[src/hdl/sss_pkg.sv]
// ----------------------------------------------------------------------------
// Slice statistics package
// Shared widths, step counts and the record types that pass between the
// accumulator, the controller and the post-processing datapath.
// ----------------------------------------------------------------------------
package sss_pkg;

    localparam int SSS_MAX_SLICE_LEN = 1024;

    localparam int SSS_SAMPLE_W = 8;
    localparam int SSS_SUM_W    = 18;
    localparam int SSS_ENERGY_W = 25;
    localparam int SSS_COUNT_W  = 11;
    localparam int SSS_TRANS_W  = 10;
    localparam int SSS_MEAN_W   = 16;
    localparam int SSS_STD_W    = 16;

    // Quotient magnitude of the mean and the width of the shared divider.
    localparam int SSS_QMAG_W   = SSS_SUM_W + 8;
    localparam int SSS_DIV_W    = SSS_ENERGY_W + 16;
    localparam int SSS_SQ_W     = 2 * SSS_QMAG_W;

    // Square root: radicand padded to an even width, one root bit per step.
    localparam int SSS_RAD_W    = SSS_DIV_W + 1;
    localparam int SSS_ROOT_W   = SSS_RAD_W / 2;
    localparam int SSS_SREM_W   = SSS_ROOT_W + 2;

    localparam int SSS_DIV_STEPS  = SSS_DIV_W;
    localparam int SSS_ROOT_STEPS = SSS_ROOT_W;
    localparam int SSS_STEP_W     = $clog2(SSS_DIV_STEPS);

    typedef struct packed {
        logic [SSS_SUM_W-1:0]    sum;
        logic [SSS_ENERGY_W-1:0] energy;
        logic [SSS_COUNT_W-1:0]  count;
        logic [SSS_COUNT_W-1:0]  nonzero;
        logic [SSS_TRANS_W-1:0]  trans;
    } t_slice;

    typedef struct packed {
        logic load;
        logic div_step;
        logic ms_start;
        logic square;
        logic diff;
        logic sqrt_step;
    } t_post_cmd;

    typedef struct packed {
        logic [SSS_SUM_W-1:0]    sum;
        logic [SSS_ENERGY_W-1:0] energy;
        logic [SSS_COUNT_W-1:0]  count;
        logic [SSS_COUNT_W-1:0]  nonzero;
        logic [SSS_TRANS_W-1:0]  trans;
        logic [SSS_MEAN_W-1:0]   mean;
        logic [SSS_STD_W-1:0]    stddev;
    } t_result;

endpackage

[src/hdl/sss_accum.sv]
// ----------------------------------------------------------------------------
// Slice accumulator
// Adds one sample per transfer to the running sums and counts and, when a
// slice closes, parks the finished totals in a snapshot register.
// ----------------------------------------------------------------------------
module sss_accum #(
    parameter int MAX_SLICE_LEN = sss_pkg::SSS_MAX_SLICE_LEN
) (
    input  logic                                i_clk,
    input  logic                                i_rst_n,
    input  logic                                i_take,
    input  logic signed [sss_pkg::SSS_SAMPLE_W-1:0] i_sample,
    input  logic                                i_last,
    input  logic                                i_snap_take,
    output logic                                o_snap_valid,
    output sss_pkg::t_slice                     o_snap
);
    import sss_pkg::*;

    localparam logic [1:0] SIGN_NONE = 2'd0;
    localparam logic [1:0] SIGN_POS  = 2'd1;
    localparam logic [1:0] SIGN_NEG  = 2'd2;

    logic [SSS_SUM_W-1:0]    r_sum, n_sum;
    logic [SSS_ENERGY_W-1:0] r_energy, n_energy;
    logic [SSS_COUNT_W-1:0]  r_count, n_count;
    logic [SSS_COUNT_W-1:0]  r_nonzero, n_nz_cnt;
    logic [SSS_COUNT_W-1:0]  r_trans, n_trans;
    logic [1:0]              r_prev, n_prev;
    logic                    r_snap_valid;
    t_slice                  r_snap;
    logic [SSS_SAMPLE_W-1:0] w_mag;
    logic [2*SSS_SAMPLE_W-1:0] w_sqr;
    logic                    w_close;

    always_comb begin
        w_mag = i_sample[SSS_SAMPLE_W-1] ? (SSS_SAMPLE_W'(0) - i_sample) : i_sample;
        w_sqr = w_mag * w_mag;
        if (i_sample[SSS_SAMPLE_W-1]) begin
            n_prev = SIGN_NEG;
        end else if (i_sample != '0) begin
            n_prev = SIGN_POS;
        end else begin
            n_prev = SIGN_NONE;
        end
        n_sum     = r_sum + {{(SSS_SUM_W-SSS_SAMPLE_W){i_sample[SSS_SAMPLE_W-1]}}, i_sample};
        n_energy  = r_energy + {{(SSS_ENERGY_W-2*SSS_SAMPLE_W){1'b0}}, w_sqr};
        n_count   = r_count + 1'b1;
        n_nz_cnt  = (n_prev != SIGN_NONE) ? r_nonzero + 1'b1 : r_nonzero;
        n_trans   = (n_prev != SIGN_NONE && r_prev != SIGN_NONE && n_prev != r_prev)
                    ? r_trans + 1'b1 : r_trans;
        w_close   = i_last || (32'(n_count) >= 32'(MAX_SLICE_LEN));
    end

    always_ff @(posedge i_clk) begin
        if (!i_rst_n) begin
            r_sum        <= '0;
            r_energy     <= '0;
            r_count      <= '0;
            r_nonzero    <= '0;
            r_trans      <= '0;
            r_prev       <= SIGN_NONE;
            r_snap_valid <= 1'b0;
        end else begin
            if (i_snap_take) begin
                r_snap_valid <= 1'b0;
            end
            if (i_take) begin
                if (w_close) begin
                    r_sum        <= '0;
                    r_energy     <= '0;
                    r_count      <= '0;
                    r_nonzero    <= '0;
                    r_trans      <= '0;
                    r_prev       <= SIGN_NONE;
                    r_snap_valid <= 1'b1;
                end else begin
                    r_sum     <= n_sum;
                    r_energy  <= n_energy;
                    r_count   <= n_count;
                    r_nonzero <= n_nz_cnt;
                    r_trans   <= n_trans;
                    r_prev    <= n_prev;
                end
            end
        end
    end

    always_ff @(posedge i_clk) begin
        if (i_take && w_close) begin
            r_snap.sum     <= n_sum;
            r_snap.energy  <= n_energy;
            r_snap.count   <= n_count;
            r_snap.nonzero <= n_nz_cnt;
            r_snap.trans   <= n_trans[SSS_TRANS_W-1:0];
        end
    end

    assign o_snap_valid = r_snap_valid;
    assign o_snap       = r_snap;

    a_no_take_while_parked: assert property (@(posedge i_clk) disable iff (!i_rst_n)
        !(i_take && r_snap_valid && !i_snap_take))
        else $error("Sample taken while a closed slice is still parked.");

    a_clear_after_close: assert property (@(posedge i_clk) disable iff (!i_rst_n)
        (i_take && w_close) |=> (r_count == '0 && r_prev == SIGN_NONE && r_snap_valid))
        else $error("Accumulators not cleared after a slice closed.");

endmodule

[src/hdl/sss_post.sv]
// ----------------------------------------------------------------------------
// Slice post-processing datapath
// Holds a closed slice and derives its mean and standard deviation with a
// shared restoring divider, one squaring multiplier and a digit square root.
// ----------------------------------------------------------------------------
module sss_post (
    input  logic               i_clk,
    input  sss_pkg::t_post_cmd i_cmd,
    input  sss_pkg::t_slice    i_snap,
    output sss_pkg::t_result   o_result
);
    import sss_pkg::*;

    t_slice                  r_slice;
    logic [SSS_COUNT_W-1:0]  r_len;
    logic                    r_neg;
    logic [SSS_DIV_W-1:0]    r_dq;
    logic [SSS_COUNT_W-1:0]  r_drem;
    logic [SSS_QMAG_W-1:0]   r_qmag;
    logic [SSS_SQ_W-1:0]     r_sq;
    logic [SSS_RAD_W-1:0]    r_sx;
    logic [SSS_SREM_W-1:0]   r_srem;
    logic [SSS_ROOT_W-1:0]   r_root;

    logic [SSS_SUM_W-1:0]    w_abs;
    logic [SSS_COUNT_W:0]    w_rs;
    logic [SSS_COUNT_W:0]    w_dsub;
    logic                    w_dge;
    logic [SSS_SQ_W-1:0]     w_ms;
    logic [SSS_SREM_W+1:0]   w_cur;
    logic [SSS_SREM_W+1:0]   w_trial;
    logic                    w_sge;

    always_comb begin
        w_abs   = i_snap.sum[SSS_SUM_W-1] ? (SSS_SUM_W'(0) - i_snap.sum) : i_snap.sum;
        w_rs    = {r_drem, r_dq[SSS_DIV_W-1]};
        w_dsub  = w_rs - {1'b0, r_len};
        w_dge   = w_rs >= {1'b0, r_len};
        w_ms    = {{(SSS_SQ_W-SSS_DIV_W){1'b0}}, r_dq};
        w_cur   = {r_srem, r_sx[SSS_RAD_W-1 -: 2]};
        w_trial = {{(SSS_SREM_W-SSS_ROOT_W){1'b0}}, r_root, 2'b01};
        w_sge   = w_cur >= w_trial;
    end

    always_ff @(posedge i_clk) begin
        if (i_cmd.load) begin
            r_slice <= i_snap;
            r_len   <= (i_snap.count == '0) ? SSS_COUNT_W'(1) : i_snap.count;
            r_neg   <= i_snap.sum[SSS_SUM_W-1];
            r_dq    <= {{(SSS_DIV_W-SSS_QMAG_W){1'b0}}, w_abs, 8'b0};
            r_drem  <= '0;
        end
        if (i_cmd.div_step) begin
            r_dq   <= {r_dq[SSS_DIV_W-2:0], w_dge};
            r_drem <= w_dge ? w_dsub[SSS_COUNT_W-1:0] : w_rs[SSS_COUNT_W-1:0];
        end
        if (i_cmd.ms_start) begin
            r_qmag <= r_dq[SSS_QMAG_W-1:0];
            r_dq   <= {r_slice.energy, 16'b0};
            r_drem <= '0;
        end
        if (i_cmd.square) begin
            r_sq <= r_qmag * r_qmag;
        end
        if (i_cmd.diff) begin
            r_sx   <= (w_ms > r_sq) ? {1'b0, r_dq - r_sq[SSS_DIV_W-1:0]} : '0;
            r_srem <= '0;
            r_root <= '0;
        end
        if (i_cmd.sqrt_step) begin
            r_srem <= w_sge ? SSS_SREM_W'(w_cur - w_trial) : SSS_SREM_W'(w_cur);
            r_root <= {r_root[SSS_ROOT_W-2:0], w_sge};
            r_sx   <= {r_sx[SSS_RAD_W-3:0], 2'b00};
        end
    end

    always_comb begin
        o_result.sum     = r_slice.sum;
        o_result.energy  = r_slice.energy;
        o_result.count   = r_slice.count;
        o_result.nonzero = r_slice.nonzero;
        o_result.trans   = r_slice.trans;
        o_result.mean    = r_neg ? (SSS_MEAN_W'(0) - r_qmag[SSS_MEAN_W-1:0])
                                 : r_qmag[SSS_MEAN_W-1:0];
        o_result.stddev  = r_root[SSS_STD_W-1:0];
    end

endmodule

[src/hdl/sss_ctrl.sv]
// ----------------------------------------------------------------------------
// Slice post-processing controller
// Sequences the load, the two divisions, the squaring, the subtraction and
// the square root, then holds the result until its transfer.
// ----------------------------------------------------------------------------
module sss_ctrl (
    input  logic               i_clk,
    input  logic               i_rst_n,
    input  logic               i_snap_valid,
    input  logic               i_result_ready,
    output logic               o_snap_take,
    output logic               o_result_valid,
    output sss_pkg::t_post_cmd o_cmd
);
    import sss_pkg::*;

    typedef enum logic [2:0] {
        ST_IDLE,
        ST_DIV_MEAN,
        ST_MS_LOAD,
        ST_DIV_MS,
        ST_SQUARE,
        ST_DIFF,
        ST_SQRT,
        ST_DONE
    } t_state;

    localparam logic [SSS_STEP_W-1:0] DIV_LAST  = SSS_STEP_W'(SSS_DIV_STEPS - 1);
    localparam logic [SSS_STEP_W-1:0] ROOT_LAST = SSS_STEP_W'(SSS_ROOT_STEPS - 1);

    t_state                r_state;
    logic [SSS_STEP_W-1:0] r_cnt;

    always_ff @(posedge i_clk) begin
        if (!i_rst_n) begin
            r_state <= ST_IDLE;
            r_cnt   <= '0;
        end else begin
            case (r_state)
                ST_IDLE: begin
                    r_cnt <= '0;
                    if (i_snap_valid) begin
                        r_state <= ST_DIV_MEAN;
                    end
                end
                ST_DIV_MEAN: begin
                    r_cnt <= r_cnt + 1'b1;
                    if (r_cnt == DIV_LAST) begin
                        r_cnt   <= '0;
                        r_state <= ST_MS_LOAD;
                    end
                end
                ST_MS_LOAD: begin
                    r_state <= ST_DIV_MS;
                end
                ST_DIV_MS: begin
                    r_cnt <= r_cnt + 1'b1;
                    if (r_cnt == DIV_LAST) begin
                        r_cnt   <= '0;
                        r_state <= ST_SQUARE;
                    end
                end
                ST_SQUARE: begin
                    r_state <= ST_DIFF;
                end
                ST_DIFF: begin
                    r_state <= ST_SQRT;
                end
                ST_SQRT: begin
                    r_cnt <= r_cnt + 1'b1;
                    if (r_cnt == ROOT_LAST) begin
                        r_cnt   <= '0;
                        r_state <= ST_DONE;
                    end
                end
                ST_DONE: begin
                    if (i_result_ready) begin
                        r_state <= ST_IDLE;
                    end
                end
                default: begin
                    r_state <= ST_IDLE;
                    r_cnt   <= '0;
                end
            endcase
        end
    end

    always_comb begin
        o_cmd           = '0;
        o_cmd.load      = (r_state == ST_IDLE) && i_snap_valid;
        o_cmd.div_step  = (r_state == ST_DIV_MEAN) || (r_state == ST_DIV_MS);
        o_cmd.ms_start  = (r_state == ST_MS_LOAD);
        o_cmd.square    = (r_state == ST_SQUARE);
        o_cmd.diff      = (r_state == ST_DIFF);
        o_cmd.sqrt_step = (r_state == ST_SQRT);
        o_snap_take     = o_cmd.load;
        o_result_valid  = (r_state == ST_DONE);
    end

    a_done_after_sqrt: assert property (@(posedge i_clk) disable iff (!i_rst_n)
        (r_state == ST_DONE && $past(r_state) != ST_DONE) |-> $past(r_state) == ST_SQRT)
        else $error("Result presented without a completed square root.");

    a_mean_div_length: assert property (@(posedge i_clk) disable iff (!i_rst_n)
        (r_state == ST_DIV_MEAN && r_cnt == DIV_LAST) |=> r_state == ST_MS_LOAD)
        else $error("Mean division did not finish after its full step count.");

    a_step_range: assert property (@(posedge i_clk) disable iff (!i_rst_n)
        (r_state == ST_SQRT) |-> r_cnt <= ROOT_LAST)
        else $error("Square root step counter overran.");

endmodule

[src/hdl/slice_stream_statistics_core.sv]
// ----------------------------------------------------------------------------
// Slice stream statistics core
// Per-slice sum, energy, counts, sign transitions, mean and standard
// deviation over a stream of signed 8-bit samples.
// ----------------------------------------------------------------------------
// Sequence: a slice's closing sample is registered into the snapshot; the
// controller then loads it and runs the mean division, the mean-square load,
// the mean-square division, the squaring, the subtraction and the square root.
// Throughput: one sample per cycle while no closed slice is parked; a slice
// closing while post-processing is busy stays parked and stalls the input.
// Reset: synchronous, active low; clears all accumulators and the sequencer.
module slice_stream_statistics_core #(
    parameter int MAX_SLICE_LEN = sss_pkg::SSS_MAX_SLICE_LEN
) (
    input  logic                                     i_clk,
    input  logic                                     i_rst_n,
    input  logic                                     i_valid,
    output logic                                     o_ready,
    input  logic signed [sss_pkg::SSS_SAMPLE_W-1:0]  i_sample,
    input  logic                                     i_last,
    output logic                                     o_valid,
    input  logic                                     i_ready,
    output logic signed [sss_pkg::SSS_SUM_W-1:0]     o_slice_sum,
    output logic [sss_pkg::SSS_ENERGY_W-1:0]         o_slice_energy,
    output logic [sss_pkg::SSS_COUNT_W-1:0]          o_element_count,
    output logic [sss_pkg::SSS_COUNT_W-1:0]          o_nonzero_count,
    output logic [sss_pkg::SSS_TRANS_W-1:0]          o_transition_count,
    output logic signed [sss_pkg::SSS_MEAN_W-1:0]    o_mean_q8,
    output logic [sss_pkg::SSS_STD_W-1:0]            o_stddev_q8
);
    import sss_pkg::*;

    logic      w_take;
    logic      w_snap_valid;
    logic      w_snap_take;
    t_slice    w_snap;
    t_post_cmd w_cmd;
    t_result   w_result;

    assign o_ready = !w_snap_valid;
    assign w_take  = i_valid && o_ready;

    sss_accum #(
        .MAX_SLICE_LEN(MAX_SLICE_LEN)
    ) u_accum (
        .i_clk        (i_clk),
        .i_rst_n      (i_rst_n),
        .i_take       (w_take),
        .i_sample     (i_sample),
        .i_last       (i_last),
        .i_snap_take  (w_snap_take),
        .o_snap_valid (w_snap_valid),
        .o_snap       (w_snap)
    );

    sss_ctrl u_ctrl (
        .i_clk          (i_clk),
        .i_rst_n        (i_rst_n),
        .i_snap_valid   (w_snap_valid),
        .i_result_ready (i_ready),
        .o_snap_take    (w_snap_take),
        .o_result_valid (o_valid),
        .o_cmd          (w_cmd)
    );

    sss_post u_post (
        .i_clk    (i_clk),
        .i_cmd    (w_cmd),
        .i_snap   (w_snap),
        .o_result (w_result)
    );

    assign o_slice_sum        = w_result.sum;
    assign o_slice_energy     = w_result.energy;
    assign o_element_count    = w_result.count;
    assign o_nonzero_count    = w_result.nonzero;
    assign o_transition_count = w_result.trans;
    assign o_mean_q8          = w_result.mean;
    assign o_stddev_q8        = w_result.stddev;

endmodule

[config.mk]
export PLATFORM = sky130hd
export DESIGN_NAME = slice_stream_statistics_core
export DESIGN_NICKNAME = d
export VERILOG_FILES = /design/src/hdl/sss_pkg.sv /design/src/hdl/sss_accum.sv /design/src/hdl/sss_post.sv /design/src/hdl/sss_ctrl.sv /design/src/hdl/slice_stream_statistics_core.sv
export SDC_FILE = /design/constraint.sdc
export NUM_CORES = 2
export LEC_CHECK = 0
export ABC_AREA = 1
export BUFFER_PORTS_ARGS = -buffer_cell sky130_fd_sc_hd__buf_2
export CELL_PAD_IN_SITES_DETAIL_PLACEMENT = 0
export CELL_PAD_IN_SITES_GLOBAL_PLACEMENT = 1
export CORE_MARGIN = 2
export CORE_UTILIZATION = 43
export CTS_BUF_LIST = sky130_fd_sc_hd__clkbuf_16
export CTS_CLUSTER_DIAMETER = 150
export DETAILED_ROUTE_END_ITERATION = 8
export GPL_TIMING_DRIVEN = 0
export PLACE_DENSITY = 0.83
export SKIP_CTS_REPAIR_TIMING = 1
export SYNTH_ARGS = -nofsm -noshare
export SYNTH_HDL_FRONTEND = slang
export SYNTH_SLANG_ARGS = --single-unit
[constraint.sdc]
create_clock -name i_clk -period 16.3 [get_ports i_clk]
set_input_delay 2.445 -clock i_clk [delete_from_list [all_inputs] [get_ports i_clk]]
set_output_delay 2.445 -clock i_clk [all_outputs]
set_load 0.01 [all_outputs]
==> impl_results.md <==
- Outcome: complete, no violations
- RSZ-0062 raised after global routing: false
- Core ar.: 110000 sq um
- Synthesis-to-layout area growth: 8.94%
- Clk sinks: 463
- Worst EP arrival: 8.74 ns
- Kind of critical path: flip-flop to flip-flop
- Initial DRT Pass Iterations: 5
- First-pass GRT wire length: 213 mm
- Remaining global-route overflow: 0
- Die Span Y: 337 microns
- FF-to-FF Start: u_post.r_qmag[7]
- Root Buffer Master: clkbuf_16
- Dpl hpwl: 112 mm
- Worst Setup Start Kind: flip-flop
- Fmax: 0.119 GHz
- Die area: 113000 sq um
- Total Wirelength: 136 mm
- Routed Antenna Nets: 0
- Worst-Margin Slew: 1.32 ns
- Drt initial violations: 2994
- GRT met1 Usage: 33.2%
- Largest net degree at the start of global routing: 53
- Worst path required time: 16.63 ns
- DRC Markers: 0
- Footprint of the multi-input gates: 28900 sq um
- Endpoint class of the critical path: flip-flop
- Via Count: 37600
- Fin. max-slew vios: 0
- Share of layout cells above drive strength 1: 5.08%
- FF+latch count, synth: 463
- Gp weighted congestion: 0.969
- Post-synth cell types: 56
- # IOs: 122
- Post-Synthesis Cell Area: 47600 sq um
- Drt via density: 5.00
- Primary FF master, synth: edfxtp_1
- M2 GR Usage: 39.7%
- Port bufs: 120
- Setup_tns: 0 ns
- Final count of hold timing violations: 0
- Number of buffers created by CTS: 48
- Hold path startpoint: u_accum.o_snap[56]
- Most common cell after layout, fill and taps aside: nand2_1
- Crit path from: u_post.r_qmag[7]
- # H-tree levels: 2
- Nets: 6907
- Fin crit share: 51.6%
- FF/Latch Area: 12700 sq um
- GRT Util Overall: 24.4%
- Min Tclk post-route: 8.41 ns
- Die X: 337 microns
- Number of global-route vias before repair: 37800
- Number of synthesized flops with an enable pin: 347
- Clock-pin slew on the worst setup and hold paths: 0.07 ns
- Clock insertion delay at the later pin of the skew report: 0.61 ns
- WL/cell: 18.1 microns
- Filler Cell Count: 10900
- Max clock buf depth: 3
- Cell Rows: 122
- Busiest grt layer: met2
- Max-cap violations: 0
- Register area share after synthesis: 26.8%
- Setup violators final: 0
- Initial antenna violation count: 2
- CP Max Fanout: 10
- Relative slew slack: 11.6%
- Layout Skew: 0.0208 ns
- YS warnings: 0
- Mean Syn Cell Area: 8.20 sq um
- CTS tree: done
- Commonest cells after routing, fill and taps aside: nand2_1 (1429), inv_1 (1383), fa_1 (563), nor2_1 (425), edfxtp_1 (347)
- Grt met3 use: 3.36%
- Synthesized instance count: 5809
- Async set or reset register ratio after synthesis: 0%
- Initial Util: 43.2%
- Hold Path Class: flip-flop to flip-flop
## per-layer routing
| metal | share of wire [%] | vias up |
|---|---|---|
| li1 | - | 18000 |
| met1 | 44 | 18200 |
| met2 | 46 | 1164 |
| met3 | 6.6 | 232 |
| met4 | 4.1 | 0 |
| met5 | 0 | - |
## cell usage after synthesis (2+ instances only)
cell type	count	area [sq um]
nor2_4	6	67.6
xnor2_1	58	508
nand2_2	10	62.6
inv_2	12	45.0
o21bai_1	23	173
nand3_1	174	871
and3_1	3	18.8
or2_2	7	43.8
a31oi_1	10	62.6
o211ai_1	7	52.6
fa_1	563	11300
a21boi_0	5	37.5
nand4_1	46	288
nor4_1	4	25.0
nor3_1	44	220
o21ai_1	35	175
buf_2	12	60.1
conb_1	2	7.51
buf_1	17	63.8
nor3_2	2	20.0
o21a_1	7	52.6
ha_1	342	4280
buf_4	21	158
a21oi_1	243	1220
inv_1	1377	5170
dfxtp_1	116	2320
nand3_2	11	110
edfxtp_1	347	10400
a22o_1	17	149
nand2_1	1430	5370
xor2_1	102	893
o22ai_1	6	37.5
a21o_1	13	97.6
nor2_1	426	1600
buf_6	9	101
a22oi_1	12	90.1
and2_1	22	138
o21ai_0	115	576
nand3b_1	26	195
nor2_2	5	31.3
clkbuf_1	107	402
## registers in the layout, summed over array words and instances (netlist names), 18 cells and up
name	count
u_accum.o_snap	75
u_accum.r_energy	25
u_accum.r_sum	18
u_post.o_result	74
u_post.r_dq	41
u_post.r_qmag	26
u_post.r_root	21
u_post.r_sq	51
u_post.r_srem	23
u_post.r_sx	42
## critical path, cell delays in order, from the launching register on
cell and delay, ns:
edfxtp_1 0.44, clkbuf_1 0.77, buf_1 0.90, nand2_1 0.24, fa_1 0.55, inv_1 0.05, fa_1 0.52, fa_1 0.50
inv_1 0.06, fa_1 0.49, inv_1 0.05, fa_1 0.50, fa_1 0.56, inv_1 0.06, fa_1 0.61, inv_1 0.08
ha_1 0.37, nand2_1 0.12, nor2_1 0.18, inv_1 0.08, nor2_1 0.16, inv_1 0.09, nor3_1 0.28, nand4_1 0.21
nand4_1 0.14, nand2_1 0.13
## cell type report
class / instances / share of cell area [%]
Tap cell: 1488 / 3.59
Sequential cell: 463 / 24.6
Timing Repair Buffer: 126 / 1.43
Buffer: 166 / 1.51
Antenna cell: 1 / 0.00482
Inverter: 1390 / 10.1
Multi-Input combinational cell: 3794 / 55.7
Clock buffer: 48 / 2.32
Clock inverter: 40 / 0.796
## through the flow
stage                     hold WS [ns]  utilization (%)  setup WS (ns)  cell area (sq um)  instances
final                            0.415             47.1           7.89              51900       7516
after CTS                        0.416             47.1           8.01              51900       7515
after global routing             0.423             47.1           7.63              51900       7515
after floorplan                  0.400                -           9.30              47600       5813
after detailed placement         0.405             45.6           8.05              50300       7427
after global placement           0.402             45.5           8.12              50100       7421
## cell families (layout without fill, tap and decap cells)
kind of cell,Yosys count,after routing,share of synthesized area [%]
DFF,463,463,26.8
other,2,7,0.0158
AOI/OAI and AO/OA,500,500,5.85
and+or+nand+nor,2221,2221,19.1
muxes,2,2,0.0447
adders and majority gates,905,905,32.7
xor gates and xnor gates,160,160,2.94
buffers and inverters,1556,1770,12.6
## final timing paths
| check | depth (start not counted) | slack, ns | to |
|---|---|---|---|
| worst max-delay path | 25 | 7.89 | u_post.r_sq[38] |
| worst min-delay path | 0 | 0.42 | u_post.o_result[88] |
| worst max register to register | 25 | 7.89 | u_post.r_sq[38] |
| worst min register to register | 0 | 0.42 | u_post.o_result[88] |
Power is not shown: default switching activity piles up to over one toggle a cycle in this logic, so the estimate is an artifact.
